==> src/frs_pkg.sv <==
`timescale 1ns / 1ps
`default_nettype none

package frs_pkg;

   localparam int unsigned FRAME_BYTES = 10;
   localparam int unsigned READ_BYTES  = 6;
   localparam int unsigned IDX_W       = 4;

   localparam logic [7:0] CMD_WRITE  = 8'h57;  // 'W'
   localparam logic [7:0] CMD_READ   = 8'h52;  // 'R'
   localparam logic [7:0] BYTE_START = 8'h24;  // '$'
   localparam logic [7:0] BYTE_NL    = 8'h0A;  // newline

   localparam logic [IDX_W-1:0] COUNT_MAX     = 4'd15;
   localparam logic [IDX_W-1:0] WRITE_LAST_POS = IDX_W'(FRAME_BYTES - 1);
   localparam logic [IDX_W-1:0] READ_LAST_POS  = IDX_W'(READ_BYTES - 1);
   localparam logic [IDX_W-1:0] REPLY_LAST_IDX = IDX_W'(FRAME_BYTES - 1);
   localparam logic [IDX_W-1:0] REPLY_SUM_IDX  = IDX_W'(FRAME_BYTES - 2);

   localparam logic [1:0] ACT_NONE = 2'd0;

   localparam logic [2:0] CSR_SLAVE_ID  = 3'd0;
   localparam logic [2:0] CSR_WORD_ZERO = 3'd1;
   localparam logic [2:0] CSR_WORD_ONE  = 3'd2;
   localparam logic [2:0] CSR_WORD_TWO  = 3'd3;
   localparam logic [2:0] CSR_WORD_THREE = 3'd4;

   localparam logic [7:0] SLAVE_ID_RESET = 8'd1;

   typedef struct packed {
      logic [7:0] rx_byte;
      logic       frame_end;
   } req_type;

   typedef struct packed {
      logic [7:0]         tx_byte;
      logic               reply_last;
      logic [1:0]         action;
      logic signed [31:0] action_value;
   } rsp_type;

   typedef struct packed {
      logic [7:0]      own_slave_id;
      logic [3:0][7:0] read_word;
   } cfg_type;

   // One accepted frame, as the serialiser needs it.
   typedef struct packed {
      logic [7:0]  id;
      logic [7:0]  cmd;
      logic [7:0]  addr;
      logic [31:0] data;
      logic [1:0]  action;
   } reply_type;

   typedef struct packed {
      logic push;
      logic pop;
   } qctl_type;

   typedef struct packed {
      logic full;
      logic empty;
   } qstat_type;

endpackage

`default_nettype wire

==> src/frs_front.sv <==
`timescale 1ns / 1ps
`default_nettype none

module frs_front (
   input  wire logic                clock,
   input  wire logic                reset,
   input  wire logic                accept,
   input  wire frs_pkg::req_type    req,
   input  wire frs_pkg::cfg_type    cfg,
   output      logic                push,
   output      frs_pkg::reply_type  reply
);

   logic [frs_pkg::IDX_W-1:0] count_ff, count_in;
   logic [7:0]                short_sum_ff, short_sum_in;
   logic [7:0]                long_sum_ff, long_sum_in;
   logic [7:0]                store_ff [0:7];
   logic [2:0]                store_idx;
   logic                      store_en;
   logic                      write_ok, read_ok;
   logic                      in_short, in_long;

   assign in_short  = (count_ff >= 4'd1) && (count_ff <= 4'd3);
   assign in_long   = (count_ff >= 4'd1) && (count_ff <= 4'd7);
   assign store_en  = accept && (count_ff >= 4'd1) && (count_ff <= 4'd8);
   assign store_idx = 3'(count_ff - 4'd1);

   always_comb begin
      count_in     = count_ff;
      short_sum_in = short_sum_ff;
      long_sum_in  = long_sum_ff;
      if (accept) begin
         if (req.frame_end) begin
            count_in     = '0;
            short_sum_in = '0;
            long_sum_in  = '0;
         end else begin
            if (count_ff != frs_pkg::COUNT_MAX) begin
               count_in = count_ff + 4'd1;
            end
            if (in_short) begin
               short_sum_in = short_sum_ff + req.rx_byte;
            end
            if (in_long) begin
               long_sum_in = long_sum_ff + req.rx_byte;
            end
         end
      end
   end

   always_ff @(posedge clock) begin
      if (reset) begin
         count_ff     <= '0;
         short_sum_ff <= '0;
         long_sum_ff  <= '0;
      end else begin
         count_ff     <= count_in;
         short_sum_ff <= short_sum_in;
         long_sum_ff  <= long_sum_in;
      end
   end

   always_ff @(posedge clock) begin
      if (store_en) begin
         store_ff[store_idx] <= req.rx_byte;
      end
   end

   // Only a frame of the right length can pass, and for those lengths every
   // byte the checks use has already been stored, as have both sums.
   assign write_ok = (store_ff[1] == frs_pkg::CMD_WRITE)
                  && (count_ff == frs_pkg::WRITE_LAST_POS)
                  && (long_sum_ff == store_ff[7]);
   assign read_ok  = (store_ff[1] == frs_pkg::CMD_READ)
                  && (count_ff == frs_pkg::READ_LAST_POS)
                  && (short_sum_ff == store_ff[3]);

   assign push = accept && req.frame_end && (store_ff[0] == cfg.own_slave_id)
              && (write_ok || read_ok);

   always_comb begin
      reply.id     = store_ff[0];
      reply.cmd    = store_ff[1];
      reply.addr   = store_ff[2];
      reply.action = frs_pkg::ACT_NONE;
      if (store_ff[1] == frs_pkg::CMD_WRITE) begin
         reply.data = {store_ff[3], store_ff[4], store_ff[5], store_ff[6]};
         if ((store_ff[2] >= 8'd1) && (store_ff[2] <= 8'd3)) begin
            reply.action = store_ff[2][1:0];
         end
      end else if (store_ff[2] < 8'd4) begin
         reply.data = {24'd0, cfg.read_word[store_ff[2][1:0]]};
      end else begin
         reply.data = '0;
      end
   end

endmodule

`default_nettype wire

==> src/frs_queue.sv <==
`timescale 1ns / 1ps
`default_nettype none

module frs_queue #(
   parameter int unsigned DEPTH = 2
) (
   input  wire logic               clock,
   input  wire logic               reset,
   input  wire frs_pkg::qctl_type  ctl,
   input  wire frs_pkg::reply_type wr_data,
   output      frs_pkg::qstat_type stat,
   output      frs_pkg::reply_type head
);

   localparam int unsigned PTR_W = (DEPTH > 1) ? $clog2(DEPTH) : 1;
   localparam int unsigned CNT_W = $clog2(DEPTH + 1);
   localparam logic [PTR_W-1:0] PTR_LAST = PTR_W'(DEPTH - 1);
   localparam logic [CNT_W-1:0] CNT_FULL = CNT_W'(DEPTH);

   frs_pkg::reply_type entry_ff [0:DEPTH-1];
   logic [PTR_W-1:0]   wr_ptr_ff, wr_ptr_in;
   logic [PTR_W-1:0]   rd_ptr_ff, rd_ptr_in;
   logic [CNT_W-1:0]   fill_ff, fill_in;

   assign stat.full  = (fill_ff == CNT_FULL);
   assign stat.empty = (fill_ff == '0);
   assign head       = entry_ff[rd_ptr_ff];

   always_comb begin
      wr_ptr_in = wr_ptr_ff;
      rd_ptr_in = rd_ptr_ff;
      fill_in   = fill_ff;
      if (ctl.push) begin
         wr_ptr_in = (wr_ptr_ff == PTR_LAST) ? '0 : wr_ptr_ff + 1'b1;
      end
      if (ctl.pop) begin
         rd_ptr_in = (rd_ptr_ff == PTR_LAST) ? '0 : rd_ptr_ff + 1'b1;
      end
      if (ctl.push && !ctl.pop) begin
         fill_in = fill_ff + 1'b1;
      end else if (ctl.pop && !ctl.push) begin
         fill_in = fill_ff - 1'b1;
      end
   end

   always_ff @(posedge clock) begin
      if (reset) begin
         wr_ptr_ff <= '0;
         rd_ptr_ff <= '0;
         fill_ff   <= '0;
      end else begin
         wr_ptr_ff <= wr_ptr_in;
         rd_ptr_ff <= rd_ptr_in;
         fill_ff   <= fill_in;
      end
   end

   always_ff @(posedge clock) begin
      if (ctl.push) begin
         entry_ff[wr_ptr_ff] <= wr_data;
      end
   end

endmodule

`default_nettype wire

==> src/frs_back.sv <==
`timescale 1ns / 1ps
`default_nettype none

module frs_back (
   input  wire logic               clock,
   input  wire logic               reset,
   input  wire frs_pkg::reply_type head,
   input  wire logic               head_valid,
   output      logic               head_pop,
   input  wire logic               rsp_pop,
   output      logic               rsp_empty,
   output      frs_pkg::rsp_type   rsp_data
);

   logic [frs_pkg::IDX_W-1:0] idx_ff, idx_in;
   logic [7:0]                sum_ff, sum_in;
   logic                      out_valid_ff, out_valid_in;
   frs_pkg::rsp_type          out_ff;
   frs_pkg::rsp_type          next_rsp;
   logic                      advance;
   logic [7:0]                cur_byte;

   assign advance   = head_valid && (!out_valid_ff || rsp_pop);
   assign head_pop  = advance && (idx_ff == frs_pkg::REPLY_LAST_IDX);
   assign rsp_empty = !out_valid_ff;
   assign rsp_data  = out_ff;

   always_comb begin
      case (idx_ff)
         4'd0:    cur_byte = frs_pkg::BYTE_START;
         4'd1:    cur_byte = head.id;
         4'd2:    cur_byte = head.cmd;
         4'd3:    cur_byte = head.addr;
         4'd4:    cur_byte = head.data[31:24];
         4'd5:    cur_byte = head.data[23:16];
         4'd6:    cur_byte = head.data[15:8];
         4'd7:    cur_byte = head.data[7:0];
         4'd8:    cur_byte = sum_ff;
         default: cur_byte = frs_pkg::BYTE_NL;
      endcase
   end

   always_comb begin
      next_rsp.tx_byte      = cur_byte;
      next_rsp.reply_last   = (idx_ff == frs_pkg::REPLY_LAST_IDX);
      next_rsp.action       = frs_pkg::ACT_NONE;
      next_rsp.action_value = '0;
      if ((idx_ff == '0) && (head.action != frs_pkg::ACT_NONE)) begin
         next_rsp.action       = head.action;
         next_rsp.action_value = head.data;
      end
   end

   // The checksum builds up as bytes one to seven go out.
   always_comb begin
      idx_in       = idx_ff;
      sum_in       = sum_ff;
      out_valid_in = out_valid_ff && !rsp_pop;
      if (advance) begin
         out_valid_in = 1'b1;
         idx_in = (idx_ff == frs_pkg::REPLY_LAST_IDX) ? '0 : idx_ff + 4'd1;
         if (idx_ff == '0) begin
            sum_in = '0;
         end else if (idx_ff < frs_pkg::REPLY_SUM_IDX) begin
            sum_in = sum_ff + cur_byte;
         end
      end
   end

   always_ff @(posedge clock) begin
      if (reset) begin
         idx_ff       <= '0;
         sum_ff       <= '0;
         out_valid_ff <= 1'b0;
      end else begin
         idx_ff       <= idx_in;
         sum_ff       <= sum_in;
         out_valid_ff <= out_valid_in;
      end
   end

   always_ff @(posedge clock) begin
      if (advance) begin
         out_ff <= next_rsp;
      end
   end

endmodule

`default_nettype wire

==> src/framed_register_slave_responder.sv <==
`timescale 1ns / 1ps
`default_nettype none

// Framed register slave: frame bytes are pushed one per request, with
// frame_end on the last, and each frame that carries this slave's id, a
// known command, the right length and a good checksum is answered with a
// ten-byte reply read from the result queue, the first byte of a write
// also carrying any setpoint or stop-all action. The front end absorbs one
// request every cycle while the queue is not full; a good frame's reply is
// placed in a queue of QUEUE_DEPTH entries and the serialiser drains it at
// one byte per cycle, while rsp_pop takes each byte, through a registered
// output. Input therefore runs at one request per cycle while the replies
// keep pace; a run of good six-byte reads outpaces their ten-byte replies,
// so the queue fills, and full rises only while the reply queue is full.
// With the serialiser idle, a reply's first byte passes through the queue
// entry and then the output register before it is shown. Configuration
// writes are always ready and should be made while no frame is in flight.
module framed_register_slave_responder #(
   parameter int unsigned QUEUE_DEPTH = 2
) (
   input  wire logic             clock,
   input  wire logic             reset,
   input  wire logic             req_push,
   output      logic             req_full,
   input  wire frs_pkg::req_type req_data,
   output      logic             rsp_empty,
   input  wire logic             rsp_pop,
   output      frs_pkg::rsp_type rsp_data,
   input  wire logic             csr_valid,
   output      logic             csr_ready,
   input  wire logic [2:0]       csr_index,
   input  wire logic [7:0]       csr_data
);

   frs_pkg::cfg_type   cfg_ff;
   frs_pkg::reply_type front_reply;
   frs_pkg::reply_type head;
   frs_pkg::qctl_type  qctl;
   frs_pkg::qstat_type qstat;
   logic               req_accept;
   logic               front_push;
   logic               head_pop;

   assign csr_ready  = 1'b1;
   assign req_full   = qstat.full;
   assign req_accept = req_push && !qstat.full;

   always_ff @(posedge clock) begin
      if (reset) begin
         cfg_ff.own_slave_id <= frs_pkg::SLAVE_ID_RESET;
         cfg_ff.read_word    <= '0;
      end else if (csr_valid) begin
         case (csr_index)
            frs_pkg::CSR_SLAVE_ID:   cfg_ff.own_slave_id <= csr_data;
            frs_pkg::CSR_WORD_ZERO:  cfg_ff.read_word[0] <= csr_data;
            frs_pkg::CSR_WORD_ONE:   cfg_ff.read_word[1] <= csr_data;
            frs_pkg::CSR_WORD_TWO:   cfg_ff.read_word[2] <= csr_data;
            frs_pkg::CSR_WORD_THREE: cfg_ff.read_word[3] <= csr_data;
            default: ;
         endcase
      end
   end

   frs_front u_front (
      .clock  (clock),
      .reset  (reset),
      .accept (req_accept),
      .req    (req_data),
      .cfg    (cfg_ff),
      .push   (front_push),
      .reply  (front_reply)
   );

   assign qctl = '{push: front_push, pop: head_pop};

   frs_queue #(
      .DEPTH (QUEUE_DEPTH)
   ) u_queue (
      .clock   (clock),
      .reset   (reset),
      .ctl     (qctl),
      .wr_data (front_reply),
      .stat    (qstat),
      .head    (head)
   );

   frs_back u_back (
      .clock      (clock),
      .reset      (reset),
      .head       (head),
      .head_valid (!qstat.empty),
      .head_pop   (head_pop),
      .rsp_pop    (rsp_pop),
      .rsp_empty  (rsp_empty),
      .rsp_data   (rsp_data)
   );

endmodule

`default_nettype wire

==> config.mk <==
export PLATFORM = sky130hd
export DESIGN_NAME = framed_register_slave_responder
export DESIGN_NICKNAME = d
export VERILOG_FILES = /design/src/frs_pkg.sv /design/src/frs_front.sv /design/src/frs_queue.sv /design/src/frs_back.sv /design/src/framed_register_slave_responder.sv
export SDC_FILE = /design/constraint.sdc
export NUM_CORES = 1
export LEC_CHECK = 0
export BUFFER_PORTS_ARGS = -buffer_cell sky130_fd_sc_hd__clkbuf_2
export CORE_MARGIN = 2
export CORE_UTILIZATION = 30
export DETAILED_ROUTE_END_ITERATION = 10
export REMOVE_ABC_BUFFERS = 1
export SYNTH_ARGS = -nofsm -noshare
export SYNTH_HDL_FRONTEND = slang
export SYNTH_SLANG_ARGS = --single-unit
export TNS_END_PERCENT = 1
==> constraint.sdc <==
create_clock -name clock -period 5.4 [get_ports clock]
set_input_delay 0.27 -clock clock [delete_from_list [all_inputs] [get_ports clock]]
set_output_delay 0.27 -clock clock [all_outputs]
set_load 0.02 [all_outputs]
Yosys cells after proc, flatten, opt, wreduce, memory -nomap -nowiden
Memories as Yosys holds them, arrays and structs flattened. A register that Yosys moved wholly into a read port is not among the register bits.
Cells that the tools add are included.
{ "word_totals": {"out_inout_bits": 46, "mem_bits_rw": 180, "memories": 2, "elab_cells": 133, "input_bits": 25, "regBits": 120} }
{ "op_classes": {"n_mux": 27, "eq_ne": 22, "addsub": 10, "magnitude_cmp": 9, "reduce_logical": 45} }
{ "mem_list": {"columns": ["name", "depth", "width", "rd", "rd_ports_with_merged_regs", "wr", "line_no", "rtl"], "rows": [
  ["u_queue.entry_ff", 2, 58, 1, 1, 1, "frs_queue.sv:20", "frs_pkg::reply_type entry_ff [0:DEPTH-1];"],
  ["u_front.store_ff", 8, 8, 8, 0, 1, "frs_front.sv:17", "logic [7:0] store_ff [0:7];"]
]} }
{ "ops": {"columns": ["operator", "count"], "rows": [
  ["8-bit case mux with 9 select lines", 1],
  ["8-bit two-way mux", 8],
  ["32-bit two-way mux", 1],
  ["8-bit adder", 3],
  ["8-bit equality test", 3],
  ["4-bit by 3-bit equality test with 1-bit output, second input constant", 5],
  ["1-bit logical AND", 19],
  ["2-bit AND reduction", 9],
  ["8-bit binary-select mux with 2-bit select", 1],
  ["8-bit by 7-bit equality test with 1-bit output, second input constant", 2],
  ["4-bit equality test, second input constant", 3],
  ["4-bit two-way mux", 3],
  ["2-bit nonzero test", 6],
  ["1-bit two-way mux", 9],
  ["4-bit by 1-bit adder with 4-bit output, second input constant", 2],
  ["4-bit by 2-bit equality test with 1-bit output, second input constant", 2],
  ["8-bit by 1-bit >= comparator with 1-bit output, second input constant", 1],
  ["8-bit by 2-bit <= comparator with 1-bit output, second input constant", 1],
  ["8-bit by 3-bit < comparator with 1-bit output, second input constant", 1],
  ["2-bit two-way mux", 4],
  ["3-bit by 2-bit equality test with 1-bit output, second input constant", 2],
  ["1-bit zero test", 6],
  ["4-bit by 1-bit equality test with 1-bit output, second input constant", 1],
  ["4-bit by 1-bit >= comparator with 1-bit output, second input constant", 1],
  ["17 further kinds", 19]
]} }

Longest topological paths before layout
Gate-level depths: netlist of run 1.
{ "logic_depth": {"word_depth": 10, "mapped_depth": 17, "mapped_depth_nobuf": 13} }

Modules after synthesis
Synthesis of run 1 repeated with hierarchy kept, for this count alone.
{ "unflattened": {"hier_cells": 982, "area_unflattened_um2": 13351.6} }
{ "modules_own_cells": {"columns": ["module", "cells_each", "instances", "seq_area_each_um2", "area_each_um2"], "rows": [
  ["frs_queue", 202, 1, 3583.4, 4464.3],
  ["frs_front", 354, 1, 2322.2, 4231.6],
  ["frs_back", 276, 1, 1551.5, 3007.9],
  ["framed_register_slave_responder", 150, 1, 800.8, 1647.8]
]} }

Least setup slack after synthesis of run 1
OpenSTA, ideal clock, no wires.
{ "synth_path": {"path_kind": "reg-to-reg", "start": "memory u_front.store_ff[1][3]", "end": "memory u_queue.entry_ff[0][0] in the netlist's numbering, enable pin", "arrival_time_ns": 4.258, "stages_incl_launch_ff": 6, "setup_slack_ns": 0.661, "setup_ns": 0.481, "required_ns": 4.919, "n_path_buf": 0, "synth_period_minus_slack_ns": 4.739, "cell_sequence": "edfxtp_1 nor4bb_1 nand4_1 or4_1 a21oi_1 nor2b_1"} }
{ "synth_lines": {"columns": ["item", "line_no"], "rows": [
  ["from (decl)", "frs_front.sv:17"],
  ["to (decl)", "frs_queue.sv:20"]
]} }

Worst setup path after layout of run 1
{ "layout_path": {"start": "register u_back.idx_ff[0] in the netlist's numbering", "end": "register u_back.sum_ff[7]"} }
{ "layout_between": {"elab_chain_cells": 5, "elab_cells_between_ends": 16, "cone_classes": "add/sub (1); order compare (1); eq/ne (8); mux (3); reduce/logical (3)"} }
{ "layout_rtl": {"columns": ["item", "line_no", "rtl"], "rows": [
  ["from (decl)", "frs_back.sv:15", "logic [frs_pkg::IDX_W-1:0] idx_ff, idx_in;"],
  ["from (signal assigned)", "frs_back.sv:76", "idx_ff <= idx_in;"],
  ["4-bit equality test, or another cell as far along", "frs_back.sv:29", "case (idx_ff)"],
  ["8-bit case mux with 9 select lines *", "frs_back.sv:29", null],
  ["via u_back.cur_byte[1]", "frs_back.sv:21", "logic [7:0] cur_byte;"],
  ["8-bit adder *", "frs_back.sv:65", "sum_in = sum_ff + cur_byte;"],
  ["8-bit two-way mux *", "frs_back.sv:64", "end else if (idx_ff < frs_pkg::REPLY_SUM_IDX) begin"],
  ["8-bit two-way mux *", "frs_back.sv:62", "if (idx_ff == '0) begin"],
  ["to (signal assigned)", "frs_back.sv:77", "sum_ff <= sum_in;"],
  ["to (decl)", "frs_back.sv:16", "logic [7:0] sum_ff, sum_in;"]
]} }
The timed path passes the listed nets; every way through them passes the cells marked *. The select of a mux whose other input is x is not followed.
A chain may end at the register's enable or synchronous reset.

==> results of run 1 <==
==> cell type report <==
| type | count | area (um^2) |
|---|---|---|
| clock buffer | 33 | 783.3 |
| multi-input combinational | 636 | 4178 |
| fill | 4072 | 27240 |
| inverter | 18 | 67.56 |
| clock inverter | 21 | 214.0 |
| tap | 539 | 674.4 |
| sequential | 301 | 8262 |
| timing repair buffer | 80 | 432.9 |
==> how the worst min path moves through the flow <==
stage	from	end	slack (ns)	cells after the start
finish	csr_data[7]	cfg_ff[39]$_SDFFE_PP0P_	0.02	3
global route	csr_data[4]	cfg_ff[4]$_SDFFE_PP0P_	0.01	3
CTS	csr_data[6]	cfg_ff[22]$_SDFFE_PP0P_	0.001	3
detailed placement	cfg_ff[16]$_SDFFE_PP0P_	cfg_ff[16]$_SDFFE_PP0P_	0.44	2
global placement	cfg_ff[13]$_SDFFE_PP0P_	cfg_ff[13]$_SDFFE_PP0P_	0.44	2
floorplan	reset	cfg_ff[0]$_SDFFE_PP0P_	0.34	1
==> cell usage in the layout (no fill, tap or decap), types with 7 or more instances in the layout <==
cell type  instances
a22oi_1           17
inv_1             17
nand3_1           11
xnor2_1           27
nor2_1           109
clkinv_2           8
nand2_1          108
dfxtp_1           77
ha_1              26
buf_4              9
and2_1            25
clkbuf_2          69
o21ai_0           19
nor3_1            18
nand4_1            7
mux2i_1           59
mux4_2             8
xor2_1            17
clkbuf_16         31
a21oi_1           60
o22ai_1           18
edfxtp_1         223
==> critical path, cell delays in order (launching register included) <==
cell      delay [ns]
dfxtp_1         0.77
nor4bb_1        0.88
a221oi_1        0.24
a21oi_1         0.26
or2_1           0.20
ha_1            0.25
a21oi_1         0.23
o211ai_1        0.16
o41ai_1         0.41
nor3_1          0.11
or3_1           0.38
a31oi_1         0.16
==> repair_timing <==
item | in CTS | in global routing
hold buffers | 2 | 0
buffers inserted | 0 | 0
setup endpoints to repair | 0 | 0
endpoints found under the hold margin | 4 | 0
==> cells by family after synthesis <==
group                      Yosys count  synth area share [%]
buffers and inverters               63                 2.209
DFF                                301                 65.09
adders and majority gates           29                 3.037
and+or+nand+nor                    341                 12.95
AOI/OAI and AO/OA                  152                 7.397
muxes                               69                 6.252
xor gates and xnor gates            44                 3.037
other                                1               0.02956
==> per-layer routing <==
metal  GRT usage (%)  up-vias
li1                -     3803
met1           18.43     3985
met2           23.63      205
met3           2.020       38
met4           3.228        0
met5               0        -
==> state kept, by name (all words and copies together), names as in the netlist, named ones only <==
| signal | count |
|---|---|
| u_front.long_sum_ff | 8 |
| u_back.rsp_data | 43 |
| u_front.store_ff | 64 |
| u_queue.rd_ptr_ff | 1 |
| u_queue.entry_ff | 116 |
| u_queue.fill_ff | 2 |
| u_back.sum_ff | 8 |
| cfg_ff | 40 |
| u_queue.wr_ptr_ff | 1 |
| u_front.count_ff | 4 |
| u_front.short_sum_ff | 8 |
| u_back.out_valid_ff | 1 |
| u_back.idx_ff | 4 |
==> report_power, final <==
group / total, mW / leakage [nW] / switching, mW / internal [mW]
logic: 0.144 / 1.62 / 0.0940 / 0.0502
registers: 2.49 / 2.61 / 0.0142 / 2.48
clock network: 2.10 / 0.484 / 0.868 / 1.23
==> through the flow <==
stage                     area, um^2  cells  hold WS (ns)  setup WS (ns)
final                          14610   1628       0.02039          1.275
after global routing           14610   1628       0.01122          1.019
after CTS                      14610   1628      0.001158          1.277
after detailed placement       13590   1572        0.4446          1.296
after global placement         13590   1572        0.4402          1.362
after floorplan                12470    955        0.3391         0.4057
==> run_results.csv, run 1 <==
group,metric,value,unit
clock_tree,ctsLongestPathBuffers,3,
floorplan,core-area,0.04185,mm^2
global_route,grt_usage,13.78,%
synth,synth_common_cells,"223 x edfxtp_1, 109 x nor2_1, 108 x nand2_1",
clock_tree,cts_tree,"built",
critical_path,worstPathRequired,5.86,ns
clock_tree,cts.sinks,301,
synth,ys_types,66,
drt,topRoutingLayerUsed,"met4",
flow_run,max_cap_violations,0,
global_route,globalRouteOverflowTotal,0,
drt,wirelength,30640,um
drt,via_per_inst,4.933,
worst_hold_path,hold_path.class,"primary input to flip-flop",
critical_path,r2r-end,"u_back.sum_ff[7]$_SDFFE_PP0P_",
synth,yosysMostFrequentCell,"edfxtp_1",
drt,routedWlPerCell,18.82,um
cells_and_area,utilization,34.91,%
sta,hold_viol,0,
clock_tree,ctsHtreeMaxLevel,1,
synth,synth-edff-count,223,
drt,drt_iter0_drc,686,
synth,yosysTopAreaCellShare,52.78,%
floorplan,die_h,209.6,um
global_route,grt_pass1_vias,7921,
critical_path,r2r-start,"u_back.idx_ff[0]$_SDFFE_PP0P_",
cells_and_area,drive_above_1_share,13.59,%
floorplan,ios,71,
synth,ys_seq_elements,301,
drt,wl_met3,1492,um
sta,slew-limit-headroom,27.81,%
floorplan,chipWidth,209.6,um
cells_and_area,nets,1122,
floorplan,die_area,0.04395,mm^2
clock_tree,numCtsBuffers,31,
sta,min_period,4.125,ns
sta,clock.fmax,242.4,MHz
critical_path,crit_arrival,4.59,ns
synth,ys_seq_area_share,65.09,%
drt,met1_length,13700,um
clock_tree,cts-root-buf,"clkbuf_16",
critical_path,cp-start-kind,"flip-flop",
drt,drc,0,
synth,synth_area_leader_cell,"edfxtp_1",
critical_path,crit_type,"flip-flop to flip-flop",
critical_path,setup.worst_path.start,"u_back.idx_ff[0]$_SDFFE_PP0P_",
sta,setup_tns,0,ns
drt,ant_nets,0,
critical_path,r2r_cells,11,
floorplan,start_util,30.31,%
sta,tightestPinTransition,1.075,ns
critical_path,end_kind,"flip-flop",
placement,gp_congestion,0.8843,
synth,async_reset_ff_share,0,%
sta,setup_violations,0,
cells_and_area,n_antenna_cell,0,
critical_path,cp_max_fo,20,
synth,synth_area_leaders,"edfxtp_1 53%, dfxtp_1 12%, mux2i_1 4.7%",
pwr,power.density,324.5,mW/mm^2
global_route,antenna_found_initial,0,
cells_and_area,areaGrowthSynthToFinish,15.17,%
synth,synth_cells,1000,
drt,drtPass1Iterations,5,
sta,fin_skew,0.007763,ns
clock_tree,clk_latency,0.55,ns
clock_tree,cts-resized-gates,0,
pwr,leakage,4.720,nW
critical_path,cp-endpoint,"u_back.sum_ff[7]$_SDFFE_PP0P_",
floorplan,rows,75,
pwr,p_total,4.741,mW
sta,drv_slew,0,
critical_path,reg2reg_slack,1.27,ns
synth,syn_avg_cell_area,12.69,um^2
clock_tree,clk_transition_reported_paths,0.06,ns
synth,synthFlopType,"edfxtp_1",
global_route,grt_max_degree,61,
drt,wl_met2,14830,um
placement,hpwl,21010,um
placement,io_buffers,69,
outcome,status,"complete, no violations",
pwr,peakVddDrop,0.2323,mV
global_route,grt_pass1_wl,46750,um
drt,num_vias,8031,
sta,post-route-period-util,76.39,%
synth,yosysWarnings,0,
synth,synth_area,0.01269,mm^2
sta,rsz0062_at_grt,"no",
No activity file was read; power rests on OpenSTA's default activity.
==> inputs of run 2 (changes only) <==
clock period = 3.41 ns   (was 5.4 ns; I/O delays follow)
==> run_results.csv, run 2 (synthesis results as in run 1) <==
group,metric,value,unit
sta,slew-limit-headroom,45.57,%
critical_path,r2r-start,"u_back.idx_ff[2]$_SDFFE_PP0P_",
cells_and_area,n_fill_cell,4024,
clock_tree,cts.sinks,301,
cells_and_area,mostFrequentLayoutCells,"223 x edfxtp_1, 109 x nor2_1, 108 x nand2_1",
critical_path,crit_arrival,3.72,ns
critical_path,cp_max_fo,9,
drt,drc,0,
global_route,grt_max_degree,47,
floorplan,rows,75,
clock_tree,cts-root-buf,"clkbuf_16",
sta,hold_viol,0,
placement,gp_congestion,0.8311,
cells_and_area,largest-register,"u_queue.entry_ff",
critical_path,setup.worst_path.start,"u_back.idx_ff[2]$_SDFFE_PP0P_",
critical_path,max_stage_delay,0.54,ns
cells_and_area,ff_latch_area,0.008274,mm^2
global_route,grt_usage,13.68,%
floorplan,chipWidth,209.6,um
floorplan,die_area,0.04395,mm^2
clock_tree,clk_transition_reported_paths,0.06,ns
clock_tree,ctsLongestPathBuffers,3,
critical_path,path_cells,"buf_4 -> or3_4 -> o21ai_1 -> o221ai_1 -> or4_4 -> ha_4 -> nand3_1 -> o211ai_1 -> o41ai_2 -> nor3_1 -> or3_1 -> a31oi_1",
drt,ant_nets,0,
worst_hold_path,whs_path_depth,3,
clock_tree,ctsHtreeMaxLevel,1,
drt,num_vias,8125,
critical_path,worstPathRequired,3.89,ns
critical_path,r2r-end,"u_back.sum_ff[7]$_SDFFE_PP0P_",
critical_path,crit_type,"flip-flop to flip-flop",
cells_and_area,areaGrowthSynthToFinish,21.57,%
cells_and_area,n_antenna_cell,0,
outcome,status,"complete, no violations",
cells_and_area,nets,1189,
placement,hpwl,21380,um
sta,drv_slew,0,
sta,min_period,3.238,ns
clock_tree,clk_latency,0.56,ns
global_route,antenna_found_initial,0,
drt,via_per_inst,4.782,
sta,fin_skew,0.01801,ns
critical_path,cp-start-kind,"flip-flop",
critical_path,end_kind,"flip-flop",
cells_and_area,multi_input_area,0.004327,mm^2
drt,drtPass1Iterations,5,
critical_path,slowest_stage,"or4_4",
pwr,peakVddDrop,0.3364,mV
sta,setup_violations,0,
floorplan,die_h,209.6,um
drt,drt_iter0_drc,582,
global_route,grt_pass1_vias,8204,
drt,routedWlPerCell,17.81,um
cells_and_area,final_common_cell,"edfxtp_1",
critical_path,cp-endpoint,"u_back.sum_ff[7]$_SDFFE_PP0P_",
cells_and_area,drive_above_1_share,20.86,%
critical_path,r2r_cells,12,
floorplan,ios,71,
critical_path,reg2reg_slack,0.17,ns
pwr,p_total,7.622,mW
global_route,grt_pass1_wl,47040,um
sta,clock.fmax,308.8,MHz
pwr,leakage,5.099,nW
drt,wirelength,30260,um
floorplan,core-area,0.04185,mm^2
sta,tightestPinTransition,0.8102,ns
sta,post-route-period-util,94.96,%
global_route,globalRouteOverflowTotal,0,
clock_tree,cts_tree,"built",
placement,io_buffers,69,
floorplan,start_util,30.31,%
cells_and_area,utilization,36.85,%
worst_hold_path,hold_path.class,"primary input to flip-flop",
flow_run,max_cap_violations,0,
clock_tree,numCtsBuffers,31,
cells_and_area,largest_reg_flops,116,
pwr,power.density,494.2,mW/mm^2
## run 2: cell types whose count changed in the layout (fill, tap and decap cells not counted), moves of 4 or more
cell / delta
dlygate4sd3_1: +7
dfxtp_1: -4
buf_4: +54
clkbuf_1: +4
clkinv_1: -4
buf_12: +6
mux2i_2: +4
mux2i_1: -4
## run 2: power by group
group,internal [mW],switching (mW)
Clock,2.03,1.41
Sequential,3.93,0.0224
Combinational,0.0890,0.150
Total,6.04,1.58
## run 2: what timing repair did
action	4_1_cts	5_1_grt
setup endpoints to repair	3	3
pin swaps	0	6
setup buffers	0	6
resized for setup	4	37
hold endpoints to repair	41	0
hold buffers	9	0
## run 2: worst min path at each step
stage | end | from | slack [ns]
CTS | u_front.count_ff[2]$_SDFFE_PP0P_ | req_data[0] | 0.04
floorplan | cfg_ff[0]$_SDFFE_PP0P_ | reset | 0.24
global route | u_front.store_ff[6][0]$_DFFE_PP_ | req_data[1] | 0.07
global placement | cfg_ff[13]$_SDFFE_PP0P_ | cfg_ff[13]$_SDFFE_PP0P_ | 0.44
detailed placement | cfg_ff[18]$_SDFFE_PP0P_ | cfg_ff[18]$_SDFFE_PP0P_ | 0.45
finish | u_front.count_ff[3]$_SDFFE_PP0P_ | req_data[0] | 0.07
## run 2: metal layers
metal	vias up	GRT usage [%]	part of all wire (%)
li1	3942	-	-
met1	3983	18.42	46
met2	172	23.55	49
met3	28	1.840	4.1
met4	0	2.984	1.5
met5	-	0	0
## run 2: final cells by class
class / count / share of cell area, %
Clock buffer: 39 / 5.354
Clock inverter: 19 / 1.468
Inverter: 18 / 0.4381
Multi-Input combinational cell: 636 / 28.05
Sequential cell: 301 / 53.65
Tap cell: 539 / 4.373
Timing Repair Buffer: 147 / 6.668
## run 2: worst max-delay path: cells and delay by family, from the launching register on
family / cells / cell delay [ns]
buffers and inverters: 1 / 0.15
adder cells (fa/ha/maj): 1 / 0.25
flip-flops: 1 / 0.37
AND/OR/NAND/NOR: 5 / 1.47
AO/OA/AOI/OAI: 5 / 0.91
## run 2: through the flow
step	hold WS [ns]	worst slack (ns)	setup TNS (ns)	instances	area, um^2
2_1_floorplan	0.2396	-1.584	-123.56	955	12470
3_3_place_gp	0.4393	-0.07506	-0.07506	1626	14040
3_5_place_dp	0.4453	-0.1157	-0.1157	1626	14040
4_1_cts	0.04404	0.02458	0	1693	15200
5_1_grt	0.07084	-0.04570	-0.04691	1699	15420
6_report	0.06910	0.1720	0	1699	15420
